===== src/drp_pkg.sv =====
// shared types, constants and a helper function for the directory record parser
// no dependencies; compiled first
`timescale 1ns / 1ps

package drp_pkg;

    localparam int MIN_BLOCK_LOG2 = 9;
    localparam int MAX_BLOCK_LOG2 = 16;
    localparam int BLOCK_BYTES_W  = MAX_BLOCK_LOG2 + 1;
    localparam int POS_W          = 16;
    localparam int LOG2_W         = 5;

    localparam logic [LOG2_W-1:0] BLOCK_LOG2_RESET  = LOG2_W'(MIN_BLOCK_LOG2);
    localparam logic [POS_W-1:0]  MIN_RECORD_LENGTH = POS_W'(8);
    localparam logic [POS_W-1:0]  NAME_OFFSET       = POS_W'(8);

    // record field offsets
    localparam logic [POS_W-1:0] OFS_LENGTH_LO = POS_W'(4);
    localparam logic [POS_W-1:0] OFS_LENGTH_HI = POS_W'(5);
    localparam logic [POS_W-1:0] OFS_TYPE      = POS_W'(6);
    localparam logic [POS_W-1:0] OFS_NAMLEN    = POS_W'(7);

    // result kinds
    localparam logic [1:0] KIND_HEADER     = 2'd0;
    localparam logic [1:0] KIND_NAME       = 2'd1;
    localparam logic [1:0] KIND_BAD_LENGTH = 2'd2;

    typedef struct packed {
        logic [1:0]       kind;
        logic [31:0]      inode_number;
        logic [7:0]       entry_type;
        logic [7:0]       name_length;
        logic [7:0]       name_byte;
        logic [POS_W-1:0] record_offset;
        logic             last_of_entry;
    } result_t;

    // block size in bytes, log2 clamped to the supported range
    function automatic logic [BLOCK_BYTES_W-1:0] block_bytes(input logic [LOG2_W-1:0] lg);
        logic [LOG2_W-1:0] c;
        c = lg;
        if (c < LOG2_W'(MIN_BLOCK_LOG2))
            c = LOG2_W'(MIN_BLOCK_LOG2);
        if (c > LOG2_W'(MAX_BLOCK_LOG2))
            c = LOG2_W'(MAX_BLOCK_LOG2);
        return BLOCK_BYTES_W'(1) << c;
    endfunction

endpackage


===== src/drp_ifs.sv =====
// handshake interfaces for the directory record parser: byte in, result out, config write
// no dependencies
`timescale 1ns / 1ps

interface drp_byte_if;
    logic       valid;
    logic       ready;
    logic [7:0] data_byte;

    modport source (output valid, output data_byte, input ready);
    modport sink   (input valid, input data_byte, output ready);
    modport monitor (input valid, input data_byte, input ready);
endinterface

interface drp_result_if;
    logic        valid;
    logic        ready;
    logic [1:0]  kind;
    logic [31:0] inode_number;
    logic [7:0]  entry_type;
    logic [7:0]  name_length;
    logic [7:0]  name_byte;
    logic [15:0] record_offset;
    logic        last_of_entry;

    modport source (output valid, output kind, output inode_number, output entry_type,
                    output name_length, output name_byte, output record_offset,
                    output last_of_entry, input ready);
    modport sink   (input valid, input kind, input inode_number, input entry_type,
                    input name_length, input name_byte, input record_offset,
                    input last_of_entry, output ready);
    modport monitor (input valid, input kind, input inode_number, input entry_type,
                     input name_length, input name_byte, input record_offset,
                     input last_of_entry, input ready);
endinterface

interface drp_cfg_if;
    logic       valid;
    logic       ready;
    logic [4:0] block_size_log2;

    modport source (output valid, output block_size_log2, input ready);
    modport sink   (input valid, input block_size_log2, output ready);
    modport monitor (input valid, input block_size_log2, input ready);
endinterface


===== src/directory_record_parser.sv =====
// top level of the directory record parser: handshakes, config register, result register
// depends on drp_pkg, drp_ifs and drp_core
`timescale 1ns / 1ps

// Directory record parser. Bytes of directory blocks arrive one item per cycle on
// bytes; the block walks the little-endian records (inode number, record length,
// type, name length, name) and puts at most one result per byte on results: an
// entry header when a live entry's name-length byte arrives, one result per name
// byte (names cut at the record end), or a bad-length result, after which the rest
// of the block is skipped. Throughput is one byte per cycle while the sink keeps up;
// a result appears in the cycle after its byte is taken, set by the single result
// register. bytes.ready drops only while that register holds a result the sink has
// not taken. The block size (log2, clamped to 9..16, reset 9) is written on cfg,
// which is always ready; write it only while the stream is idle.
module directory_record_parser (
    input logic          clk,
    input logic          rst_n,
    drp_byte_if.sink     bytes,
    drp_result_if.source results,
    drp_cfg_if.sink      cfg
);
    import drp_pkg::*;

    logic [LOG2_W-1:0] log2_reg;
    logic              out_valid_reg, out_valid_next;
    result_t           out_reg,       out_next;

    logic              accept;
    logic              core_valid;
    result_t           core_result;

    // config write channel never stalls
    assign cfg.ready = 1'b1;

    always_ff @(posedge clk or negedge rst_n)
    begin
        if (!rst_n)
            log2_reg <= BLOCK_LOG2_RESET;
        else if (cfg.valid)
            log2_reg <= cfg.block_size_log2;
    end

    // take a byte whenever the result slot is empty or draining this cycle
    assign bytes.ready = !out_valid_reg || results.ready;
    assign accept      = bytes.valid && bytes.ready;

    drp_core u_core (
        .clk          (clk),
        .rst_n        (rst_n),
        .accept       (accept),
        .data_byte    (bytes.data_byte),
        .bsize        (block_bytes(log2_reg)),
        .result_valid (core_valid),
        .result       (core_result)
    );

    // result register
    always_comb
    begin
        out_valid_next = out_valid_reg;
        out_next       = out_reg;
        if (accept)
        begin
            out_valid_next = core_valid;
            if (core_valid)
                out_next = core_result;
        end
        else if (results.ready)
        begin
            out_valid_next = 1'b0;
        end
    end

    always_ff @(posedge clk or negedge rst_n)
    begin
        if (!rst_n)
            out_valid_reg <= 1'b0;
        else
            out_valid_reg <= out_valid_next;
    end

    // payload carries no reset
    always_ff @(posedge clk)
    begin
        out_reg <= out_next;
    end

    assign results.valid         = out_valid_reg;
    assign results.kind          = out_reg.kind;
    assign results.inode_number  = out_reg.inode_number;
    assign results.entry_type    = out_reg.entry_type;
    assign results.name_length   = out_reg.name_length;
    assign results.name_byte     = out_reg.name_byte;
    assign results.record_offset = out_reg.record_offset;
    assign results.last_of_entry = out_reg.last_of_entry;

endmodule


===== src/drp_core.sv =====
// record walker: parse state registers and the per-byte field decode
// depends on drp_pkg
`timescale 1ns / 1ps

module drp_core (
    input  logic                                clk,
    input  logic                                rst_n,
    input  logic                                accept,
    input  logic [7:0]                          data_byte,
    input  logic [drp_pkg::BLOCK_BYTES_W-1:0]   bsize,
    output logic                                result_valid,
    output drp_pkg::result_t                    result
);
    import drp_pkg::*;

    logic [POS_W-1:0] blk_pos_reg,   blk_pos_next;
    logic [POS_W-1:0] rec_pos_reg,   rec_pos_next;
    logic [POS_W-1:0] rec_start_reg, rec_start_next;
    logic [POS_W-1:0] rec_len_reg,   rec_len_next;
    logic [31:0]      inode_reg,     inode_next;
    logic [7:0]       type_reg,      type_next;
    logic [7:0]       namlen_reg,    namlen_next;
    logic             abandoned_reg, abandoned_next;

    logic                     block_end;
    logic [POS_W-1:0]         len_full;
    logic [BLOCK_BYTES_W-1:0] room;
    logic [7:0]               namlen_src;
    logic [POS_W-1:0]         name_room;
    logic [7:0]               usable;
    logic [POS_W-1:0]         idx;
    logic [POS_W:0]           rp_plus1;

    assign block_end  = ({1'b0, blk_pos_reg} + 17'd1) >= bsize;
    assign len_full   = {data_byte, rec_len_reg[7:0]};
    assign room       = (bsize > {1'b0, rec_start_reg}) ? (bsize - {1'b0, rec_start_reg})
                                                        : '0;
    assign namlen_src = (rec_pos_reg == OFS_NAMLEN) ? data_byte : namlen_reg;
    assign name_room  = rec_len_reg - NAME_OFFSET;
    assign usable     = ({8'd0, namlen_src} < name_room) ? namlen_src : name_room[7:0];
    assign idx        = rec_pos_reg - NAME_OFFSET;
    assign rp_plus1   = {1'b0, rec_pos_reg} + 17'd1;

    always_comb
    begin
        blk_pos_next   = blk_pos_reg;
        rec_pos_next   = rec_pos_reg;
        rec_start_next = rec_start_reg;
        rec_len_next   = rec_len_reg;
        inode_next     = inode_reg;
        type_next      = type_reg;
        namlen_next    = namlen_reg;
        abandoned_next = abandoned_reg;

        result_valid          = 1'b0;
        result.kind           = KIND_HEADER;
        result.inode_number   = inode_reg;
        result.entry_type     = type_reg;
        result.name_length    = namlen_reg;
        result.name_byte      = 8'd0;
        result.record_offset  = rec_start_reg;
        result.last_of_entry  = 1'b0;

        if (!abandoned_reg)
        begin
            if (rec_pos_reg < OFS_LENGTH_LO)
            begin
                case (rec_pos_reg[1:0])
                    2'd0:    inode_next = {24'd0, data_byte};
                    2'd1:    inode_next[15:8]  = data_byte;
                    2'd2:    inode_next[23:16] = data_byte;
                    default: inode_next[31:24] = data_byte;
                endcase
            end
            else if (rec_pos_reg == OFS_LENGTH_LO)
            begin
                rec_len_next = {8'd0, data_byte};
            end
            else if (rec_pos_reg == OFS_LENGTH_HI)
            begin
                rec_len_next = len_full;
                if (len_full < MIN_RECORD_LENGTH || {1'b0, len_full} > room)
                begin
                    result_valid         = 1'b1;
                    result.kind          = KIND_BAD_LENGTH;
                    result.entry_type    = 8'd0;
                    result.name_length   = 8'd0;
                    abandoned_next       = 1'b1;
                end
            end
            else if (rec_pos_reg == OFS_TYPE)
            begin
                type_next = data_byte;
            end
            else if (rec_pos_reg == OFS_NAMLEN)
            begin
                namlen_next = data_byte;
                if (inode_reg != 32'd0)
                begin
                    result_valid         = 1'b1;
                    result.kind          = KIND_HEADER;
                    result.name_length   = data_byte;
                    result.last_of_entry = (usable == 8'd0);
                end
            end
            else if (inode_reg != 32'd0 && idx < {8'd0, usable})
            begin
                result_valid         = 1'b1;
                result.kind          = KIND_NAME;
                result.name_byte     = data_byte;
                result.last_of_entry = ((idx + 16'd1) == {8'd0, usable});
            end

            // step to the next byte, or to the next record at its end
            if (!abandoned_next)
            begin
                if (rec_pos_reg >= OFS_NAMLEN && rp_plus1 >= {1'b0, rec_len_reg})
                begin
                    rec_start_next = rec_start_reg + rec_len_reg;
                    rec_pos_next   = '0;
                end
                else
                begin
                    rec_pos_next = rp_plus1[POS_W-1:0];
                end
            end
        end

        if (block_end)
        begin
            blk_pos_next   = '0;
            rec_pos_next   = '0;
            rec_start_next = '0;
            abandoned_next = 1'b0;
        end
        else
        begin
            blk_pos_next = blk_pos_reg + 16'd1;
        end
    end

    always_ff @(posedge clk or negedge rst_n)
    begin
        if (!rst_n)
        begin
            blk_pos_reg   <= '0;
            rec_pos_reg   <= '0;
            rec_start_reg <= '0;
            rec_len_reg   <= '0;
            inode_reg     <= '0;
            type_reg      <= '0;
            namlen_reg    <= '0;
            abandoned_reg <= 1'b0;
        end
        else if (accept)
        begin
            blk_pos_reg   <= blk_pos_next;
            rec_pos_reg   <= rec_pos_next;
            rec_start_reg <= rec_start_next;
            rec_len_reg   <= rec_len_next;
            inode_reg     <= inode_next;
            type_reg      <= type_next;
            namlen_reg    <= namlen_next;
            abandoned_reg <= abandoned_next;
        end
    end

endmodule


===== src/flat_wrapper.sv =====
// flat-port wrapper written by rule: the top's interface ports become plain ports
module directory_record_parser_flat import drp_pkg::*;
  (clk, rst_n, bytes_valid, bytes_data_byte, bytes_ready, results_valid, results_kind, results_inode_number, results_entry_type, results_name_length, results_name_byte, results_record_offset, results_last_of_entry, results_ready, cfg_valid, cfg_block_size_log2, cfg_ready);
  drp_byte_if bytes_i ();
  drp_result_if results_i ();
  drp_cfg_if cfg_i ();
  input logic clk;
  input logic rst_n;
  input wire logic [$bits(bytes_i.valid)-1:0] bytes_valid;
  input wire logic [$bits(bytes_i.data_byte)-1:0] bytes_data_byte;
  output wire logic [$bits(bytes_i.ready)-1:0] bytes_ready;
  output wire logic [$bits(results_i.valid)-1:0] results_valid;
  output wire logic [$bits(results_i.kind)-1:0] results_kind;
  output wire logic [$bits(results_i.inode_number)-1:0] results_inode_number;
  output wire logic [$bits(results_i.entry_type)-1:0] results_entry_type;
  output wire logic [$bits(results_i.name_length)-1:0] results_name_length;
  output wire logic [$bits(results_i.name_byte)-1:0] results_name_byte;
  output wire logic [$bits(results_i.record_offset)-1:0] results_record_offset;
  output wire logic [$bits(results_i.last_of_entry)-1:0] results_last_of_entry;
  input wire logic [$bits(results_i.ready)-1:0] results_ready;
  input wire logic [$bits(cfg_i.valid)-1:0] cfg_valid;
  input wire logic [$bits(cfg_i.block_size_log2)-1:0] cfg_block_size_log2;
  output wire logic [$bits(cfg_i.ready)-1:0] cfg_ready;
  assign bytes_i.valid = bytes_valid;
  assign bytes_i.data_byte = bytes_data_byte;
  assign bytes_ready = bytes_i.ready;
  assign results_valid = results_i.valid;
  assign results_kind = results_i.kind;
  assign results_inode_number = results_i.inode_number;
  assign results_entry_type = results_i.entry_type;
  assign results_name_length = results_i.name_length;
  assign results_name_byte = results_i.name_byte;
  assign results_record_offset = results_i.record_offset;
  assign results_last_of_entry = results_i.last_of_entry;
  assign results_i.ready = results_ready;
  assign cfg_i.valid = cfg_valid;
  assign cfg_i.block_size_log2 = cfg_block_size_log2;
  assign cfg_ready = cfg_i.ready;
  directory_record_parser u_core (.clk(clk), .rst_n(rst_n), .bytes(bytes_i), .results(results_i), .cfg(cfg_i));
endmodule

===== config.mk =====
export PLATFORM = sky130hd
export DESIGN_NAME = directory_record_parser_flat
export DESIGN_NICKNAME = d
export VERILOG_FILES = /design/src/drp_pkg.sv /design/src/drp_ifs.sv /design/src/directory_record_parser.sv /design/src/drp_core.sv /design/src/flat_wrapper.sv
export SDC_FILE = /design/constraint.sdc
export NUM_CORES = 1
export LEC_CHECK = 0
export ABC_CLOCK_PERIOD_IN_PS = 8600
export BUFFER_PORTS_ARGS = -buffer_cell sky130_fd_sc_hd__buf_2
export CORE_ASPECT_RATIO = 1.4
export CORE_MARGIN = 1
export CORE_UTILIZATION = 45
export CTS_CLUSTER_SIZE = 12
export DETAILED_ROUTE_END_ITERATION = 16
export GPL_ROUTABILITY_DRIVEN = 0
export PLACE_DENSITY = 0.69
export SYNTH_ARGS = -nofsm -noshare
export SYNTH_HDL_FRONTEND = slang
export SYNTH_SLANG_ARGS = --single-unit

===== constraint.sdc =====
create_clock -name clk -period 8.6 [get_ports clk]
set_input_delay 1.72 -clock clk [delete_from_list [all_inputs] [get_ports clk]]
set_output_delay 1.72 -clock clk [all_outputs]
set_load 0.02 [all_outputs]

# == Word level (Yosys, flattened, before mapping) ==
# Index checks and enable logic that the tools add are counted.
# op_classes
addsub,8
magnitude_cmp,11
n_eq_ne,9
n_shift,1
mux,56
bitwise_logic,7
n_reduce_logical,29
# ops
cell,count
$mux W16,13
$mux W24,3
$mux W8,9
$eq A16 B3 Y1 const B,4
$pmux W8 S2,3
$add A16 B1 Y17 const B,2
$add A16 B1 Y16 const B,2
$reduce_bool A32 Y1,1
$sub A16 B4 Y16 const B,2
$reduce_and A4 Y1,7
$mux W1,21
$ge A17 B16 Y1,1
$ge A17 B17 Y1,1
$gt A16 B17 Y1,1
$gt A17 B16 Y1,1
$mux W17,1
$shl A1 B5 Y17 const A,1
$sub A17 B16 Y17,1
$add A16 B16 Y16,1
$eq A16 B8 Y1,1
$ge A16 B3 Y1 const B,1
$lt A16 B3 Y1 const B,1
$lt A16 B4 Y1 const B,1
$lt A16 B8 Y1,1
other kinds (23),41
# totals
register_bits,194
inputBits,18
out_inout_bits,78
wordCells,142

# == Longest topological paths before layout ==
# Gate-level depths: netlist (run 1).
# depth
depth_word,17
ltp_mapped,26

# == By module ==
# Synthesis (run 1) repeated with hierarchy kept, for this count alone.
# unflattened
hier_cells,1284
area_unflattened_um2,12334.3
# modules_own_cells
module,n_inst,cells_per_inst,area_each_um2,seq_area_each_um2
drp_core,1,1176,9761.9,2827.7
directory_record_parser,1,108,2572.5,2404.8

# == Least setup slack after synthesis (run 1) ==
# OpenSTA, ideal clock, no wires.
# synth_timing
kind,input -> register
startpoint,input bytes_data_byte[5]
endpoint,"register u_core.out_reg, in the netlist u_core.results.entry_type[0], enable pin"
t_arrival_ps,6791
slack_ps,1380
path_stages,19
path_buffers,1
cell_sequence,clkbuf_1 -> mux2i_1 -> inv_1 -> ha_1 -> a21oi_1 -> o21ai_0 -> o2111ai_1 -> nor3b_2 -> nand2_4 -> mux2i_1 -> inv_1 -> ha_1 -> a21o_1 -> a2111oi_0 -> nand3_1 -> o31a_1 -> o2bb2ai_1 -> nand3_1 -> inv_1
# synth_via
elab_chain_len,13
# synth_rtl
item,line_no,rtl
"start, declared",flat_wrapper.sv:10,input wire logic [$bits(bytes_i.data_byte)-1:0] bytes_data_byte;
$mux W8 (*),n/a,
via u_core.u_core.namlen_src[5],drp_core.sv:28,logic [7:0] namlen_src;
$lt A8 B16 Y1,drp_core.sv:40,"assign usable = ({8'd0, namlen_src} < name_room) ? namlen_src : name_room[7:0];"
$mux W8 (*),drp_core.sv:40,
$lt A16 B8 Y1 (*),drp_core.sv:106,"else if (inode_reg != 32'd0 && idx < {8'd0, usable})"
$logic_and A1 B1 Y1 (*),drp_core.sv:106,
$mux W1 (*),drp_core.sv:106,
$mux W1 (*),drp_core.sv:95,else if (rec_pos_reg == OFS_NAMLEN)
$mux W1 (*),drp_core.sv:91,else if (rec_pos_reg == OFS_TYPE)
$mux W1 (*),drp_core.sv:79,else if (rec_pos_reg == OFS_LENGTH_HI)
$mux W1 (*),drp_core.sv:75,else if (rec_pos_reg == OFS_LENGTH_LO)
$mux W1 (*),drp_core.sv:66,if (rec_pos_reg < OFS_LENGTH_LO)
$mux W1 (*),drp_core.sv:64,if (!abandoned_reg)
$reduce_and A2 Y1 (no source line) (*),n/a,
"end signal, assigned",directory_record_parser.sv:85,out_reg <= out_next;
"end, declared",directory_record_parser.sv:26,"result_t out_reg, out_next;"
# Mark *: on every way through the listed nets, which the timed path passes. The rest lies on a longest branch.
# A chain may end at the register's enable or synchronous reset.

# == Worst setup path in the final report (run 1) ==
# layout_timing
startpoint,register u_core.u_core.rec_pos_reg[10]
endpoint,"register u_core.out_reg, in the netlist u_core.results.name_byte[4], enable pin"
# layout_via
elab_chain_len,14
# layout_rtl
item,line_no,rtl
"start, declared",drp_core.sv:17,"logic [POS_W-1:0] rec_pos_reg, rec_pos_next;"
"start signal, assigned",drp_core.sv:158,rec_pos_reg <= rec_pos_next;
$eq A16 B3 Y1 (*),drp_core.sv:38,assign namlen_src = (rec_pos_reg == OFS_NAMLEN) ? data_byte : namlen_reg;
$mux W8 (*),n/a,
via u_core.u_core.namlen_src[7],drp_core.sv:28,
$lt A8 B16 Y1,drp_core.sv:40,
$mux W8 (*),drp_core.sv:40,
$lt A16 B8 Y1 (*),drp_core.sv:106,
$logic_and A1 B1 Y1 (*),drp_core.sv:106,
$mux W1 (*),drp_core.sv:106,
$mux W1 (*),drp_core.sv:95,
$mux W1 (*),drp_core.sv:91,
$mux W1 (*),drp_core.sv:79,
$mux W1 (*),drp_core.sv:75,
$mux W1 (*),drp_core.sv:66,
$mux W1 (*),drp_core.sv:64,
$reduce_and A2 Y1 (no source line) (*),n/a,
# Marked as above.

==> results of run 1 <==
## layer usage
layer,share of wire,vias to the layer above,track usage
met3,0.036,80,0.0288
met2,0.51,273,0.414
li1,-,4646,-
met1,0.41,4713,0.271
met4,0.045,0,0.129
met5,0,-,0
## power breakdown
group	leakage (nW)	total [mW]	internal [mW]	switching (mW)
clock	0.276	0.785	0.385	0.400
sequential	2.25	1.42	1.19	0.227
combinational	3.58	1.86	0.755	1.11
## final cells by class
type | instances | area share
Clock buffer | 17 | 0.0313
Multi-Input combinational cell | 947 | 0.480
Inverter | 77 | 0.0213
Timing Repair Buffer | 101 | 0.0386
Tap cell | 365 | 0.0336
Sequential cell | 194 | 0.385
Clock inverter | 15 | 0.0106
## stage by stage
stage	total power, mW	hold slack, ns	utilization
floorplan	2.78	0.443	-
global placement	3.22	0.462	0.486
detailed placement	3.26	0.463	0.486
CTS	4.06	0.479	0.507
global route	4.34	0.496	0.507
finish	4.06	0.481	0.507
## synth_stat cells (30+ instances only)
master and n:
o21ai_0 77, a22o_1 30, nor2_1 53, ha_1 104
nand3_1 55, clkbuf_1 34, dfrtp_1 117, a21oi_1 43
edfxtp_1 75, xnor2_1 45, inv_1 77, nand2_1 166
## path summary, 6_finish.rpt
kind | endpoint | slack [ns] | cells past startpoint
max in group asynchronous | u_core.u_core.rec_len_reg[6] | 5.92 | 2
worst min-delay path | u_core.results.inode_number[31] | 0.48 | 0
worst max-delay path | u_core.results.name_byte[4] | 1.44 | 22
worst min register to register | u_core.results.inode_number[31] | 0.48 | 0
worst max register to register | u_core.results.name_byte[4] | 1.44 | 22
min in group asynchronous | u_core.u_core.rec_pos_reg[6] | 1.38 | 1
## cells by family (layout without fill, tap and decap cells)
| kind of cell | count (synthesis) | after routing | synth area share |
|---|---|---|---|
| mux | 35 | 35 | 0.0317 |
| flops | 194 | 194 | 0.428 |
| xor+xnor | 69 | 69 | 0.0505 |
| compound gates | 268 | 268 | 0.148 |
| fa+ha+maj | 106 | 106 | 0.110 |
| other cells | 2 | 20 | 0.000614 |
| buf+inv | 130 | 210 | 0.0444 |
| simple gates | 449 | 449 | 0.187 |
==> reports/qor.yml, run 1 <==
final_layout_size_suffix_gt1_frac: 0.139
yosysTopAreaCell: "dfrtp_1"
port_buffers: 94
synth_ff_type: "dfrtp_1"
finalCritPeriodShare: 0.832
die_w_um: 141
track_usage: 0.233
numCtsBuffers: 17
final_common_cell: "nand2_1"
clk_path_buf_depth: 2
fin_ws_ns: 1.44
cts_sinks: 194
hp-start: "u_core.u_core.inode_reg[31]"
die_area_um2: 27900
cp_cell_sequence: "nor4_4 > nand4_1 > nor2_4 > mux2i_1 > inv_1 > ha_1 > nand2_1 > o21ai_0 > o2111ai_1 > nor3b_2 > nand2_4 > mux2i_1 > inv_1 > ha_1 > a21o_1 > a2111oi_0 > nand3_1 > o31a_1 > o2bb2ai_1 > nand3_1 > inv_2 > buf_4"
post_cts_resized: 0
ys_ff_latch: 194
slowest_delay_ns: 0.55
clk_pin_slew_worst_paths_ns: 0.08
num_rows: 71
ant_nets: 0
drc: 0
rsz0062_at_grt: "false"
wl_um: 31500
synthDominantCellAreaShare: 0.239
ir_drop_mv: 0.184
grt-ovfl-total: 0
drtIter0Drc: 640
htree_levels: 4
ys_async_sr_fraction: 0.613
status: "finished, final reports clean"
drv_cap: 0
crit_start: "u_core.u_core.rec_pos_reg[10]"
hold_class: "flop to flop"
final_area_um2: 13600
endpoint_kind: "flop"
min_period_ns: 7.16
root_buffer: "clkbuf_16"
vias_per_cell: 5.66
place_area_um2: 13000
syn_inst: 1253
rr_startpoint: "u_core.u_core.rec_pos_reg[10]"
finalSetupViolCount: 0
areaGrowthSynthToFinish_pct: 11.2
drtPass1Iterations: 7
worst_clock_skew_ns: 0.0145
grt_pass1_vias: 9384
tritoncts: "done"
post_drt_wl_per_cell_um: 18.3
tightest_slew_ns: 1.04
insertion_delay_ns: 0.46
antenna_found_initial: 0
preCtsSetupSlack_ns: 1.32
layout.cells.non_filler: 1716
multiInputGateArea_um2: 6530
cp_max_fo: 28
yosysSeqAreaShare: 0.428
via_count: 9712
synth_edf_count: 75
cp_slowest_cell: "inv_2"
grt_max_degree: 66
yosysWarnings: 0
fillers: 2520
fmax_mhz: 140
power_density_nw_per_um2: 299
grt_pass1_wl_um: 49900
synth_area_leaders: "dfrtp_1 (24%), edfxtp_1 (18%), ha_1 (11%)"
p_leak_nw: 6.11
core-area_um2: 26800
ys_types: 81
cp_top_family: "simple AND/OR/NAND/NOR gates"
crit_required_ns: 8.72
dpl.hpwl_um: 23200
diodes: 0
cp-start-kind: "flop"
netlist_area_um2: 12200
cts_setup_buffers: 0
hold_viol: 0
layout.nets: 1462
hold_buffers: 0
dp.cells: 1684
path_class: "flop to flop"
final_cell_mix: "nand2_1 (166), dfrtp_1 (117), ha_1 (104), buf_2 (93), o21ai_0 (77)"
start_util: 0.456
setup_tns_ns: 0
ff_latch_area_um2: 5230
io_pins: 96
cp.arrival_ns: 7.28
maxSlewViolCount: 0
syn_area_per_cell_um2: 9.76
die_y_um: 197
maxSlewHeadroom: 0.298
path_buf_inv: 4
Power figures use the tool's default switching activity.
==> run 2: changes to the inputs <==
Settings changed: ABC_CLOCK_PERIOD_IN_PS 8600 to 7500.
Clock period 8.6 ns to 7.5 ns, I/O delays scaled along.
==> reports/qor.yml, run 2 (synthesis gave the netlist of run 1 again) <==
setup_tns_ns: 0  # unchanged
reg2regPathDepth: 22  # unchanged
grt_max_degree: 76  # was 66
wl_um: 31900  # was 31500 µm
clk_path_buf_depth: 2  # unchanged
cp_cell_sequence: "nor4_4 > nand4_1 > nor2_4 > mux2i_1 > inv_1 > ha_1 > nand2_1 > o21ai_0 > o2111ai_1 > nor3b_2 > nand2_4 > mux2i_1 > inv_1 > ha_1 > a21o_1 > a2111oi_0 > nand3_1 > o31a_1 > o2bb2ai_1 > nand3_1 > inv_2 > buf_4"  # unchanged
insertion_delay_ns: 0.45  # was 0.46 ns
diodes: 0  # unchanged
fmax_mhz: 144  # was 140 MHz
drtIter0Drc: 619  # was 640
die_y_um: 197  # unchanged
slowest_delay_ns: 0.52  # was 0.55 ns
path_class: "flop to flop"  # unchanged
finalPower_mw: 4.75  # was 4.06 mW
fillers: 2463  # was 2520
start_util: 0.456  # unchanged
final_layout_size_suffix_gt1_frac: 0.142  # was 0.139
dp.cells: 1689  # was 1684
drtPass1Iterations: 5  # was 7
drc: 0  # unchanged
cts_setup_buffers: 0  # unchanged
hold_class: "flop to flop"  # unchanged
drv_cap: 0  # unchanged
port_buffers: 94  # unchanged
core-area_um2: 26800  # unchanged
multiInputGateArea_um2: 6530  # unchanged
finalCritPeriodShare: 0.925  # was 0.832
holdWs_ns: 0.480  # was 0.481 ns
cp_max_fo: 19  # was 28
post_drt_wl_per_cell_um: 18.5  # was 18.3 µm
worst_clock_skew_ns: 0.0107  # was 0.0145 ns
crit_required_ns: 7.63  # was 8.72 ns
via_count: 9681  # was 9712
final_cell_mix: "nand2_1 (166), dfrtp_1 (117), ha_1 (104), buf_2 (93), o21ai_0 (77)"  # unchanged
ff_latch_area_um2: 5230  # unchanged
maxSlewHeadroom: 0.316  # was 0.298
gr-usage-met1: 0.272  # was 0.271
cp.arrival_ns: 7.07  # was 7.28 ns
layout.cells.non_filler: 1721  # was 1716
final_util: 0.511  # was 0.507
track_usage: 0.238  # was 0.233
finalSetupViolCount: 0  # unchanged
htree_levels: 4  # unchanged
dpl.hpwl_um: 23700  # was 23200 µm
num_rows: 71  # unchanged
grt-ovfl-total: 0  # unchanged
hold_buffers: 0  # unchanged
clk_pin_slew_worst_paths_ns: 0.08  # about the same
cts_sinks: 194  # unchanged
areaGrowthSynthToFinish_pct: 12.0  # was 11.2%
die_area_um2: 27900  # unchanged
rr_startpoint: "u_core.u_core.rec_pos_reg[10]"  # unchanged
p_leak_nw: 6.17  # was 6.11 nW
vias_per_cell: 5.63  # was 5.66
io_pins: 96  # unchanged
timing.rr.end: "u_core.results.record_offset[7]"  # was u_core.results.name_byte[4]
post_cts_resized: 0  # unchanged
top_usage_layer: "met2"  # unchanged
grt_pass1_wl_um: 50500  # was 49900 µm
min_period_ns: 6.94  # was 7.16 ns
ir_drop_mv: 0.204  # was 0.184 mV
cp_slowest_cell: "dfrtp_1"  # was inv_2
grt_pass1_vias: 9498  # was 9384
layout.nets: 1467  # was 1462
power_density_nw_per_um2: 347  # was 299 nW/µm²
crit_start: "u_core.u_core.rec_pos_reg[10]"  # unchanged
hold_viol: 0  # unchanged
cp-start-kind: "flop"  # unchanged
status: "finished, final reports clean"  # unchanged
final_common_cell: "nand2_1"  # unchanged
reg2reg_slack_ns: 0.56  # was 1.44 ns
grtUsageMet2: 0.425  # was 0.414
tritoncts: "done"  # unchanged
numCtsBuffers: 17  # unchanged
antenna_found_initial: 0  # unchanged
rsz0062_at_grt: "false"  # unchanged
endpoint: "u_core.results.record_offset[7]"  # was u_core.results.name_byte[4]
ant_nets: 0  # unchanged
die_w_um: 141  # unchanged
gr-usage-met3: 0.0322  # was 0.0288
tightest_slew_ns: 1.02  # was 1.04 ns
maxSlewViolCount: 0  # unchanged
root_buffer: "clkbuf_16"  # unchanged
endpoint_kind: "flop"  # unchanged
==> run 2: per-stage QoR <==
stage               instance area (µm²)  worst slack, ns
floorplan                         12300            0.500
finish                            13700            0.559
global placement                  13100            0.902
CTS                               13700            0.647
detailed placement                13100            0.679
global route                      13700            0.125
==> run 2: critical path: cells and delay by family (launching register included) <==
family,cells,cell delay [ns]
adder cells (fa/ha/maj),2,0.61
AND/OR/NAND/NOR,8,2.04
multiplexers,2,0.81
flip-flops,1,0.52
buffers and inverters,4,0.94
AO/OA/AOI/OAI,6,1.69
==> run 2: layout make-up <==
| cell class | instances | share of cell area |
|---|---|---|
| clock inverter | 15 | 0.0150 |
| clock buffer | 17 | 0.0311 |
| sequential | 194 | 0.382 |
| timing repair buffer | 106 | 0.0411 |
| inverter | 77 | 0.0211 |
| tap | 365 | 0.0333 |
| multi-input combinational | 947 | 0.476 |
==> run 2: power by group <==
| group | switching, mW | total, mW | internal [mW] |
|---|---|---|---|
| registers | 0.265 | 1.63 | 1.36 |
| logic | 1.27 | 2.15 | 0.875 |
| clock network | 0.460 | 0.973 | 0.513 |
==> run 2: worst min-delay path by stage <==
stage	from	endpoint	slack, ns	cells past startpoint
after floorplan	u_core.u_core.inode_reg[1]	u_core.results.inode_number[1]	0.44	0
after global placement	u_core.u_core.inode_reg[28]	u_core.results.inode_number[28]	0.46	0
final	u_core.u_core.inode_reg[24]	u_core.results.inode_number[24]	0.48	0
after CTS	u_core.u_core.inode_reg[15]	u_core.results.inode_number[15]	0.48	0
after detailed placement	u_core.u_core.inode_reg[15]	u_core.results.inode_number[15]	0.46	0
after global routing	u_core.u_core.inode_reg[16]	u_core.results.inode_number[16]	0.50	0
==> run 2: layer usage <==
layer | routed length [µm] | vias to the layer above | part of all wire
li1 | - | 4682 | -
met1 | 12700 | 4613 | 0.40
met2 | 16300 | 293 | 0.51
met3 | 1340 | 93 | 0.042
met4 | 1550 | 0 | 0.049
met5 | 0 | - | 0
==> run 3: changes to the inputs <==
Settings changed: RECOVER_POWER from default to 50.
==> reports/qor.yml, run 3 (synthesis gave the netlist of run 1 again) <==
final_util: 0.507  # was 0.511
maxSlewHeadroom: -0.691  # was 0.316
grt_pass1_wl_um: 50500  # unchanged
finalPower_mw: 4.74  # was 4.75 mW
finalSetupViolCount: 0  # unchanged
cts_setup_buffers: 0  # unchanged
hp-start: "u_core.u_core.inode_reg[24]"  # unchanged
worst_clock_skew_ns: 0.0119  # was 0.0107 ns
core-area_um2: 26800  # unchanged
ff_latch_area_um2: 5230  # unchanged
rr_startpoint: "u_core.u_core.rec_pos_reg[10]"  # unchanged
layout.cells.non_filler: 1721  # unchanged
dp.cells: 1689  # unchanged
status: "complete, but fails checks"  # was finished, final reports clean
areaGrowthSynthToFinish_pct: 11.1  # was 12.0%
path_class: "flop to flop"  # unchanged
holdWs_ns: 0.481  # was 0.480 ns
dpl.hpwl_um: 23700  # unchanged
port_buffers: 94  # unchanged
final_layout_size_suffix_gt1_frac: 0.0848  # was 0.142
drv_cap: 2  # was 0
grt-ovfl-total: 0  # unchanged
rsz0062_at_grt: "false"  # unchanged
final_cell_mix: "nand2_1 (166), dfrtp_1 (117), ha_1 (104), clkbuf_1 (78), o21ai_0 (77)"  # was nand2_1 (166), dfrtp_1 (117), ha_1 (104), buf_2 (93), o21ai_0 (77)
via_count: 9742  # was 9681
antenna_found_initial: 0  # unchanged
num_rows: 71  # unchanged
drtPass1Iterations: 5  # unchanged
clk_pin_slew_worst_paths_ns: 0.08  # about the same
power_density_nw_per_um2: 349  # was 347 nW/µm²
htree_levels: 4  # unchanged
multiInputGateArea_um2: 6530  # unchanged
final_area_um2: 13600  # was 13700 µm²
min_period_ns: 6.93  # was 6.94 ns
die_y_um: 197  # unchanged
ant_nets: 0  # unchanged
fin_ws_ns: 0.567  # was 0.559 ns
grt_pass1_vias: 9498  # unchanged
insertion_delay_ns: 0.45  # about the same
crit_start: "u_core.u_core.rec_pos_reg[10]"  # unchanged
root_buffer: "clkbuf_16"  # unchanged
maxSlewViolCount: 122  # was 0
crit_required_ns: 7.63  # about the same
wl_um: 31800  # was 31900 µm
cp_max_fo: 19  # unchanged
hold_buffers: 0  # unchanged
ir_drop_mv: 0.203  # was 0.204 mV
tightest_slew_ns: 2.54  # was 1.02 ns
cts_sinks: 194  # unchanged
io_pins: 96  # unchanged
fillers: 2468  # was 2463
layout.nets: 1467  # unchanged
violations: "capacitance limit, slew limit"
final_common_cell: "nand2_1"  # unchanged
diodes: 0  # unchanged
tritoncts: "done"  # unchanged
grt_max_degree: 76  # unchanged
cp.arrival_ns: 7.06  # was 7.07 ns
p_leak_nw: 5.95  # was 6.17 nW
cp-start-kind: "flop"  # unchanged
hold_class: "flop to flop"  # unchanged
track_usage: 0.238  # unchanged
endpoint_kind: "flop"  # unchanged
vias_per_cell: 5.66  # was 5.63
setup_tns_ns: 0  # unchanged
die_w_um: 141  # unchanged
drc: 0  # unchanged
clk_path_buf_depth: 2  # unchanged
place_area_um2: 13100  # unchanged
drtIter0Drc: 593  # was 619
fmax_mhz: 144  # about the same
numCtsBuffers: 17  # unchanged
preCtsSetupSlack_ns: 0.679  # unchanged
start_util: 0.456  # unchanged
hold_viol: 0  # unchanged
post_cts_resized: 0  # unchanged
finalCritPeriodShare: 0.924  # was 0.925
post_drt_wl_per_cell_um: 18.5  # about the same
die_area_um2: 27900  # unchanged
## run 3: changes by cell type in the layout (fill, tap and decap cells not counted), sizes merged
cell	delta
buf	-79
clkbuf	+79
## run 3: where the power goes
part,internal [mW],leakage (nW),switching [mW]
clock,0.513,0.303,0.458
combinational,0.867,3.39,1.27
sequential,1.36,2.25,0.265
## run 3: path summary, 6_finish.rpt
path,endpoint,slack (ns),cells past startpoint
max in group asynchronous,u_core.u_core.inode_reg[0],2.68,2
worst max-delay path,u_core.results.record_offset[7],0.57,22
worst min register to register,u_core.results.inode_number[24],0.48,0
worst max register to register,u_core.results.record_offset[7],0.57,22
worst min-delay path,u_core.results.inode_number[24],0.48,0
min in group asynchronous,u_core.u_core.rec_pos_reg[9],1.83,1
## run 3: area by class of cell
cell class,instances,share of cell area
clock buffers,17,0.0313
clock inverters,15,0.0151
inverters,77,0.0213
multi-input cells,947,0.480
flip-flops and latches,194,0.385
well taps,365,0.0336
repair buffers,106,0.0339
## run 3: worst max-delay path, cell delays in order, from the launching register on
cell	delay, ns
dfrtp_1	0.52
nor4_4	0.39
nand4_1	0.33
nor2_4	0.43
mux2i_1	0.39
inv_1	0.08
ha_1	0.30
nand2_1	0.08
o21ai_0	0.46
o2111ai_1	0.22
nor3b_2	0.35
nand2_4	0.20
mux2i_1	0.41
inv_1	0.09
ha_1	0.31
a21o_1	0.18
a2111oi_0	0.37
nand3_1	0.16
o31a_1	0.31
o2bb2ai_1	0.13
nand3_1	0.12
inv_2	0.38
buf_4	0.38
## run 3: layer usage
| layer | global-route usage | routed length [µm] | vias to the layer above |
|---|---|---|---|
| met2 | 0.425 | 16200 | 326 |
| met3 | 0.0322 | 1430 | 95 |
| met1 | 0.272 | 12600 | 4635 |
| met5 | 0 | 0 | - |
| li1 | - | - | 4686 |
| met4 | 0.130 | 1570 | 0 |
